<file path="src/rtl/pst_pkg.sv">
// package: op and status codes, cell control types for the piece slot table
package pst_pkg;

    typedef enum logic [2:0] {
        OP_WRITE   = 3'd0,
        OP_READ    = 3'd1,
        OP_COMMIT  = 3'd2,
        OP_PROTECT = 3'd3,
        OP_CLOSE   = 3'd4
    } op_t;

    typedef enum logic [2:0] {
        ST_OK      = 3'd0,
        ST_FULL    = 3'd1,
        ST_MISSING = 3'd2,
        ST_RANGE   = 3'd3,
        ST_HASH    = 3'd4,
        ST_CLOSED  = 3'd5
    } status_t;

    // what a cell holds
    typedef struct packed {
        logic        valid;
        logic [31:0] piece;
        logic        committed;
        logic [31:0] last_access;
        logic        selected;
        logic        locked;
    } entry_t;

    // update command applied to the cell at the head of the ring
    typedef struct packed {
        logic        clear;     // close: empty the cell
        logic        touch;     // set access time
        logic        take;      // load new piece, clear marks
        logic        uncommit;
        logic        protect;
        logic        commit;
        logic [31:0] piece;
        logic [31:0] now;
        logic        sel;
        logic        lck;
    } cell_cmd_t;

endpackage

</file>
<file path="src/rtl/pst_cell.sv">
// one slot cell: holds an entry, applies a command, passes it to its neighbor
module pst_cell
    import pst_pkg::*;
(
    input  logic      clk,
    input  logic      rst_n,
    input  logic      shift,
    input  logic      apply,
    input  cell_cmd_t cmd,
    input  entry_t    din,
    output entry_t    dout
);
    entry_t ent_reg;
    entry_t ent_next;

    always_comb
    begin
        ent_next = din;
        if (apply)
        begin
            if (cmd.clear)
            begin
                ent_next = '{valid: 1'b0, piece: '1, committed: 1'b0,
                             last_access: '0, selected: 1'b0, locked: 1'b0};
            end
            else
            begin
                if (cmd.take)
                begin
                    ent_next.valid    = 1'b1;
                    ent_next.piece    = cmd.piece;
                    ent_next.selected = 1'b0;
                    ent_next.locked   = 1'b0;
                end
                if (cmd.take || cmd.uncommit)
                    ent_next.committed = 1'b0;
                if (cmd.commit)
                    ent_next.committed = 1'b1;
                if (cmd.touch)
                    ent_next.last_access = cmd.now;
                if (cmd.protect)
                begin
                    ent_next.selected = cmd.sel;
                    ent_next.locked   = cmd.lck;
                end
            end
        end
    end

    always_ff @(posedge clk or negedge rst_n)
    begin
        if (!rst_n)
            ent_reg <= '{valid: 1'b0, piece: '1, committed: 1'b0,
                         last_access: '0, selected: 1'b0, locked: 1'b0};
        else if (shift)
            ent_reg <= ent_next;
    end

    assign dout = ent_reg;
endmodule

</file>
<file path="config.mk">
export PLATFORM = sky130hd
export DESIGN_NAME = pst_cell
export DESIGN_NICKNAME = d
export VERILOG_FILES = /design/src/rtl/pst_pkg.sv /design/src/rtl/pst_cell.sv
export SDC_FILE = /design/constraint.sdc
export NUM_CORES = 1
export LEC_CHECK = 0
export ABC_AREA = 1
export BUFFER_PORTS_ARGS = -buffer_cell sky130_fd_sc_hd__buf_4
export CORE_ASPECT_RATIO = 0.75
export CORE_MARGIN = 3
export CORE_UTILIZATION = 30
export DETAILED_ROUTE_END_ITERATION = 10
export PLACE_DENSITY = 0.72
export RECOVER_POWER = 50
export SLEW_MARGIN = 30
export SYNTH_ARGS = -nofsm -noshare
export SYNTH_HDL_FRONTEND = slang
export SYNTH_SLANG_ARGS = --single-unit
</file>
<file path="constraint.sdc">
create_clock -name clk -period 1.9 [get_ports clk]
set_input_delay 0.38 -clock clk [delete_from_list [all_inputs] [get_ports clk]]
set_output_delay 0.38 -clock clk [all_outputs]
set_load 0.005 [all_outputs]
</file>
After elaboration in Yosys (flattened, before gate mapping)
Index checks and enable logic that the tools add are counted.
{ "totals": {"out_inout_bits": 68, "reg_bits": 68} }
{ "op_classes": {"reduce_logical": 1, "mux": 8} }
{ "op_table": {"columns": ["cell", "count"], "rows": [
  ["two-way mux 68 bit", 2],
  ["two-way mux 33 bit", 1],
  ["two-way mux 32 bit", 1],
  ["two-way mux 2 bit", 2],
  ["two-way mux 1 bit", 2],
  ["logical OR 1 bit", 1]
]} }

Logic depth before layout (Yosys ltp)
Gate-level depths: netlist of run 1.
{ "logic_depth": {"depth_word": 5, "mapped_depth": 6, "mapped_depth_nobuf": 5} }

Least setup slack after synthesis of run 1
OpenSTA, ideal clock, no wires.
{ "synth_path": {"kind": "input -> register", "start": "input port shift", "end": "register ent_reg (netlist bit dout[25])", "n_path_buf": 2, "t_arrival_ns": 1.108, "stages": 6, "slack_ns": 0.716, "t_required_ns": 1.824, "path_cell_list": "buf_4 -> inv_4 -> a21oi_2 -> clkbuf_2 -> o21ai_0 -> o21ai_1"} }
{ "synth_rtl": {"columns": ["element", "line_no", "text"], "rows": [
  ["start, declared", "pst_cell.sv:7", "input logic shift,"],
  ["end signal, assigned", "pst_cell.sv:53", "ent_reg <= '{valid: 1'b0, piece: '1, committed: 1'b0,"],
  ["end signal, assigned", "pst_cell.sv:56", "ent_reg <= ent_next;"],
  ["end, declared", "pst_cell.sv:13", "entry_t ent_reg;"]
]} }

Worst setup path in the final report of run 1
{ "layout_path": {"start": "register ent_reg (netlist bit dout[51])", "end": "output port dout[51] in the netlist's numbering"} }
{ "layout_rtl": {"columns": ["element", "line_no", "text"], "rows": [
  ["end, declared", "pst_cell.sv:11", "output entry_t dout"]
]} }
No word-level cell between the ends.

==> summary.log, run 1 <==
[sta] clock tree skew after final layout 0 ns
[cells_and_area] leading cell type in the layout, fill and taps excluded sky130_fd_sc_hd__buf_4
[min_path] Tightest Hold Check Type primary input to async pin
[setup_path] critical path startpoint category flip-flop
[grt] pin count of the biggest net entering global routing 37
[drt] final routed DRC violation total 0
[cells_and_area] net count reported at finish 735
[yosys] count of state elements after synthesis 68
[clock_tree] Gates resized, CTS repair 0
[sta] worst relative slew slack 41.2%
[drt] drt initial violations 142
[power] leakage power 2.47 nW
[setup_path] peak per-stage delay on the critical path 0.54 ns
[yosys] synthesized instance count 386
[floorplanning] Std-Cell Core Area 9890 sq um
[cells_and_area] fraction of layout instances using a drive strength above 1 45.0%
[setup_path] maximum fanout along the worst path 2
[drt] Total Wirelength 10600 microns
[floorplanning] Initial Utilization 31.7%
[sta] RSZ-0062 raised after global routing false
[placed_design] post-placement cell area 4840 sq um
[drt] detailed-route wire length per cell 14.5 microns
[grt] antenna violations before repair 0
[setup_path] CP Buf/Inv Count 1
[drt] 1st-pass router iterations 5
[drt] Post-DRT Antenna Nets 0
[sta] Max Clock Freq 740 MHz
[cells_and_area] leading cell types in the layout, fill and taps excluded sky130_fd_sc_hd__buf_4, sky130_fd_sc_hd__nand2_1, sky130_fd_sc_hd__nor2_1, sky130_fd_sc_hd__a21oi_1, sky130_fd_sc_hd__o21ai_0
[cells_and_area] synthesis-to-layout area growth 63.6%
[drt] average vias per placed instance 4.73
[sta] final count of hold timing violations 0
[grt] total global-route track usage 17.5%
[cells_and_area] ANT cells 0
[clock_tree] clock-pin slew on the worst setup and hold paths 0.05 ns
[floorplanning] DIE WIDTH 124 microns
[drt] vias post-DR 3446
[clock_tree] Clock Sinks 68
[yosys] sequential element share of the synthesized area 55.6%
[clock_tree] setup bufs post-CTS 0
[sta] final total negative setup slack 0 ns
[setup_path] family with the most delay on the worst path flip-flops
[clock_tree] Inserted Clock Buffers 9
[clock_tree] depth of the CTS H-tree 3
[sta] Worst-Margin Slew 0.882 ns
[floorplanning] DIE HEIGHT 94.5 microns
[placed_design] Final Wtd Congestion 0.755
[sta] count of final max-slew check failures 0
[setup_path] Crit Path Class flip-flop to output pin
[yosys] Yosys warning total 0
[grt] global-route wire length before repair 16100 microns
[sta] minimum period implied by the final worst setup slack 1.35 ns
[grt] number of global-route vias before repair 3370
[floorplanning] IO Count 212
[cells_and_area] Post-Layout Inst Area 5120 sq um
[placed_design] number of input and output port buffers inserted 211
[clock_tree] Clock Tree Buf Depth 2
[setup_path] crit path capture type output pin
[clock_tree] hold buffer count at cts 0
[flow_run] number of violations of the max-capacitance limit 0
[yosys] average cell area after synthesis 8.11 sq um
[setup_path] Data arrival, critical path 0.97 ns
[power] PD cells 823 nW/um^2
[setup_path] crit-path cells buf_4
[setup_path] worst-case register-to-register setup slack 1.08 ns
[setup_path] CP max-delay cell sky130_fd_sc_hd__dfstp_2
[clock_tree] root buffer cell sky130_fd_sc_hd__clkbuf_16
[floorplanning] row cnt 31
[placed_design] HPWL Detailed 7930 microns
[power] worst supply voltage drop on vdd 0.409 mV
[power] Design Power 4.22 mW
[yosys] library cells used by synthesis 16
[clock_tree] clock network latency to the later pin of the worst-skew pair 0.31 ns
[setup_path] required time at the endpoint of the critical path 1.52 ns
[yosys] syn_nets 530
[floorplanning] die footprint 11700 sq um
[status] run status finished clean
[cells_and_area] max reg flops 68
[sta] count of endpoints failing setup in the final report 0
[sta] final worst path period share 71.1%
[grt] gr ovfl total 0
[yosys] Cell Area, Synth 3130 sq um
[clock_tree] clock tree from TritonCTS done
-- kinds of logic (layout without fill, tap and decap cells) --
logic type | count (synthesis) | after routing | share of synthesized area [%]
DFF | 68 | 68 | 55.6
buffers and inverters | 31 | 241 | 4.40
AOI/OAI and AO/OA | 135 | 135 | 21.7
and+or+nand+nor | 152 | 152 | 18.2
-- power by group --
| part | internal [mW] | switching [mW] |
|---|---|---|
| logic | 0.481 | 0.366 |
| registers | 1.67 | 0.0955 |
| clock network | 1.03 | 0.576 |
-- synth_stat cells --
cell type	number	share of area, %
sky130_fd_sc_hd__buf_2	11	1.8
sky130_fd_sc_hd__o21ai_0	29	4.6
sky130_fd_sc_hd__a21oi_1	68	11
sky130_fd_sc_hd__a31oi_1	1	0.20
sky130_fd_sc_hd__o21ai_1	36	5.8
sky130_fd_sc_hd__inv_1	3	0.36
sky130_fd_sc_hd__nand2_1	83	10
sky130_fd_sc_hd__buf_4	1	0.24
sky130_fd_sc_hd__a21oi_2	1	0.28
sky130_fd_sc_hd__inv_4	1	0.20
sky130_fd_sc_hd__inv_2	2	0.24
sky130_fd_sc_hd__clkbuf_1	12	1.4
sky130_fd_sc_hd__clkbuf_2	1	0.16
sky130_fd_sc_hd__dfrtp_1	36	29
sky130_fd_sc_hd__nor2_1	69	8.3
sky130_fd_sc_hd__dfstp_2	32	27
-- worst register-to-register path, delay by kind of cell (launching register included) --
kind            cells  cell delay [ns]
flops               1             0.54
compound gates      1             0.16
simple gates        1             0.04
-- worst paths after layout --
check	cells past startpoint	startpoint	to
min	1	rst_n	dout[15]
min reg2reg	2	dout[15]	dout[15]
min in group clk	3	cmd[43]	dout[44]
max in group asynchronous	2	rst_n	dout[57]
max reg2reg	2	dout[39]	dout[39]
max	1	dout[51]	dout[51]
-- stage by stage --
step | utilization [%] | cells | hold WS, ns | setup slack [ns]
final | 51.8 | 728 | 0.159 | 0.549
after floorplan | - | 386 | 0.0844 | 0.716
after global routing | 51.8 | 728 | 0.223 | 0.413
after CTS | 52.0 | 728 | 0.00361 | 0.529
after global placement | 48.9 | 712 | 0.349 | 0.545
after detailed placement | 48.9 | 712 | 0.358 | 0.483
-- per-layer routing --
| metal | track usage, % | part of all wire [%] |
|---|---|---|
| met2 | 29.5 | 49 |
| met5 | 0 | 0 |
| met1 | 21.9 | 42 |
| met4 | 5.01 | 1.1 |
| met3 | 5.27 | 8.2 |
-- final cells by class --
| type | count | area (sq um) |
|---|---|---|
| Clock buffer | 13 | 282 |
| Tap cell | 132 | 165 |
| Timing Repair Buffer | 219 | 1640 |
| Multi-Input combinational cell | 287 | 1250 |
| Clock inverter | 3 | 17.5 |
| Sequential cell | 68 | 1740 |
| Fill cell | 937 | 4770 |
| Inverter | 6 | 23.8 |
Note: power is estimated with default switching activity, not from simulation.
==> inputs of run 2 (changes only) <==
ABC_AREA = 0   (was 1)
PLACE_DENSITY = 0.71   (was 0.72)
clock period = 1.3 ns   (was 1.9 ns; I/O delays follow)
==> run 2 against run 1 <==
  * First-iteration DRC count is 31% lower
  * Hold slack gained 0.0033 ns
  * Register-to-register slack worse by 0.64 ns
  * Setup slack lost 0.48 ns
  * Clock-buffer cell count rose by 2
  * Total power rose by 47%
  * Die area increased by 2.8%
  * Utilization shrank 0.97 points
  * Via count is 8.8% lower
  * Synthesized cell count shrank 19%
==> summary.log, run 2 <==
[cells_and_area] ANT cells 0 [unchanged]
[grt] pin count of the biggest net entering global routing 69 [+86%]
[yosys] Cell Area, Synth 3220 sq um [+2.9%]
[drt] detailed-route wire length per cell 15.3 microns [+5.2%]
[clock_tree] clock-pin slew on the worst setup and hold paths 0.05 ns [about the same]
[placed_design] HPWL Detailed 7800 microns [-1.6%]
[yosys] count of flip-flops with a built-in enable after synthesis 0 [unchanged]
[floorplanning] Std-Cell Core Area 10400 sq um [+4.8%]
[yosys] post-synthesis compound-gate area fraction 16.7% [-5.0 points]
[floorplanning] Initial Utilization 31.1% [-0.58 points]
[clock_tree] root buffer cell sky130_fd_sc_hd__clkbuf_16
[clock_tree] clock tree from TritonCTS done
[clock_tree] Clock Sinks 68 [unchanged]
[floorplanning] row cnt 32 [+3.2%]
[placed_design] pre-CTS setup slack 0.0905 ns [-0.392 ns]
[sta] minimum period implied by the final worst setup slack 1.23 ns
[clock_tree] clock network latency to the later pin of the worst-skew pair 0.32 ns [about the same]
[placed_design] post-placement cell area 5000 sq um [+3.4%]
[sta] final total negative setup slack 0 ns [unchanged]
[yosys] async set-reset flop share out of synthesis 100% [unchanged]
[setup_path] CP max-delay cell sky130_fd_sc_hd__dfstp_2
[clock_tree] depth of the CTS H-tree 3 [unchanged]
[clock_tree] setup bufs post-CTS 0 [unchanged]
[sta] Worst-Margin Slew 0.611 ns [-0.271 ns]
[sta] minimum setup slack in the final design 0.0712 ns [-0.478 ns]
[cells_and_area] net count reported at finish 667 [-9.3%]
[power] Design Power 6.19 mW [+47%]
[setup_path] Data arrival, critical path 0.97 ns [about the same]
[yosys] commonest cells in the synthesized netlist sky130_fd_sc_hd__nand2_1, sky130_fd_sc_hd__dfrtp_1, sky130_fd_sc_hd__nor2_1, sky130_fd_sc_hd__a31oi_1, sky130_fd_sc_hd__o2bb2ai_1
[sta] count of endpoints failing setup in the final report 0 [unchanged]
[floorplanning] DIE WIDTH 126 microns [+1.4%]
[sta] final worst path period share 94.5%
[clock_tree] Clock Tree Buf Depth 2 [unchanged]
[cells_and_area] synthesis-to-layout area growth 63.6% [about the same]
[cells_and_area] fraction of layout instances using a drive strength above 1 51.3% [+6.4 points]
[yosys] area share of and/or/nand/nor cells after synthesis 14.2% [-4.0 points]
[yosys] cells taking the most area after synthesis sky130_fd_sc_hd__dfrtp_1, sky130_fd_sc_hd__dfstp_2, sky130_fd_sc_hd__mux2i_1
[setup_path] Crit Path Class flip-flop to output pin
[placed_design] Final Wtd Congestion 0.879 [+16%]
[grt] number of global-route vias before repair 3193 [-5.3%]
[yosys] XOR/XNOR Fraction of Synth Area 0% [unchanged]
[drt] drt initial violations 98 [-31%]
[setup_path] required time at the endpoint of the critical path 1.04 ns [-0.48 ns]
[setup_path] crit path capture type output pin
[power] leakage power 2.65 nW [+7.2%]
[drt] 1st-pass router iterations 4 [-1]
[setup_path] critical path startpoint category flip-flop
[setup_path] CP Buf/Inv Count 1 [unchanged]
[setup_path] family with the most delay on the worst path flip-flops
[yosys] most used flip-flop cell after synthesis sky130_fd_sc_hd__dfrtp_1
[grt] antenna violations before repair 0 [unchanged]
[floorplanning] IO Count 212 [unchanged]
[yosys] fraction of synthesized area in multiplexers 9.94% [+9.9 points]
[drt] average vias per placed instance 4.73 [about the same]
[flow_run] number of violations of the max-capacitance limit 0 [unchanged]
[sta] count of final max-slew check failures 0 [unchanged]
[sta] final count of hold timing violations 0 [unchanged]
[sta] RSZ-0062 raised after global routing false
[setup_path] maximum fanout along the worst path 2 [unchanged]
[grt] gr ovfl total 0 [unchanged]
[drt] Total Wirelength 10200 microns [-4.0%]
[yosys] library cells used by synthesis 23 [+7]
[floorplanning] DIE HEIGHT 95.7 microns [+1.4%]
[yosys] syn_nets 455 [-14%]
[yosys] synthesized instance count 311 [-19%]
[setup_path] peak per-stage delay on the critical path 0.54 ns [about the same]
[power] worst supply voltage drop on vdd 0.618 mV [+51%]
[yosys] fraction of post-synthesis cell area in the top cell type by area 28.0% [-0.82 points]
[clock_tree] Inserted Clock Buffers 9 [unchanged]
[yosys] sequential element share of the synthesized area 54.1% [-1.6 points]
[clock_tree] Gates resized, CTS repair 0 [unchanged]
[power] PD cells 1180 nW/um^2 [+43%]
[cells_and_area] leading cell type in the layout, fill and taps excluded sky130_fd_sc_hd__buf_4
[sta] clock tree skew after final layout 0 ns [unchanged]
[drt] final routed DRC violation total 0 [unchanged]
[yosys] post-synthesis share of cell area spent on full adders, half adders and majority gates 0% [unchanged]
[sta] worst relative slew slack 59.2% [+18 points]
[grt] global-route wire length before repair 15800 microns [-1.9%]
[placed_design] number of input and output port buffers inserted 211 [unchanged]
[setup_path] crit-path cells buf_4
[yosys] average cell area after synthesis 10.4 sq um [+28%]
[drt] vias post-DR 3143 [-8.8%]
[grt] total global-route track usage 16.4% [-1.1 points]
[sta] Max Clock Freq 814 MHz
[drt] Post-DRT Antenna Nets 0 [unchanged]
[yosys] largest family of logic cells by synthesized area compound AO/OA/AOI/OAI gates
[cells_and_area] Post-Layout Inst Area 5270 sq um [+2.9%]
[yosys] Yosys warning total 0 [unchanged]
[cells_and_area] max reg flops 68 [unchanged]
[min_path] Tightest Hold Check Type primary input to flip-flop
[yosys] count of state elements after synthesis 68 [unchanged]
[floorplanning] die footprint 12000 sq um [+2.8%]
[cells_and_area] core utilization of the finished layout 50.8% [-0.97 points]
[yosys] cell taking the most area after synthesis sky130_fd_sc_hd__dfrtp_1
[yosys] most common cell in the netlist sky130_fd_sc_hd__nand2_1
[status] run status finished clean
[cells_and_area] leading cell types in the layout, fill and taps excluded sky130_fd_sc_hd__buf_4, sky130_fd_sc_hd__nand2_1, sky130_fd_sc_hd__nor2_1, sky130_fd_sc_hd__dfrtp_1
==> run 2: path summary, 6_finish.rpt <==
kind	from	end	slack, ns	depth (start not counted)
worst max-delay path	dout[49]	dout[49]	0.07	1
worst min-delay path	din[43]	dout[43]	0.16	3
worst max register to register	dout[59]	dout[59]	0.44	2
worst min register to register	dout[14]	dout[14]	0.48	1
max in group asynchronous	rst_n	dout[34]	0.28	3
min in group asynchronous	rst_n	dout[25]	0.58	3
==> run 2: kinds of logic after synthesis <==
family / count (synthesis)
AND/OR/NAND/NOR: 114
AO/OA/AOI/OAI: 72
flip-flops: 68
multiplexers: 32
buffers and inverters: 25
==> run 2: what timing repair did <==
action	in CTS	in global routing
hold buffers	1	0
setup endpoints to repair	0	0
endpoints found under the hold margin	36	0
==> run 2: metal layers <==
metal  up-vias  track usage (%)  part of all wire (%)
met3        15             6.49                   8.2
met1      1484             19.4                    40
li1       1522                -                     -
met4         0             4.87                   1.4
met2       122             27.9                    51
met5         -                0                     0
==> run 2: power breakdown <==
part,internal (mW),switching [mW]
sequential,2.44,0.136
combinational,0.777,0.524
clock,1.50,0.825
total,4.71,1.49
==> run 2: per-stage QoR <==
stage / cells / hold WS [ns]
2_1_floorplan: 311 / -0.0356
3_3_place_gp: 647 / 0.291
3_5_place_dp: 647 / 0.294
4_1_cts: 664 / 0.151
5_1_grt: 664 / 0.160
6_report: 664 / 0.162
==> run 2: cell type report <==
class	count	area, sq um
Clock buffer	15	288
Clock inverter	1	5.00
Fill cell	976	5100
Inverter	1	3.75
Multi-Input combinational cell	218	1310
Sequential cell	68	1740
Tap cell	136	170
Timing Repair Buffer	225	1750
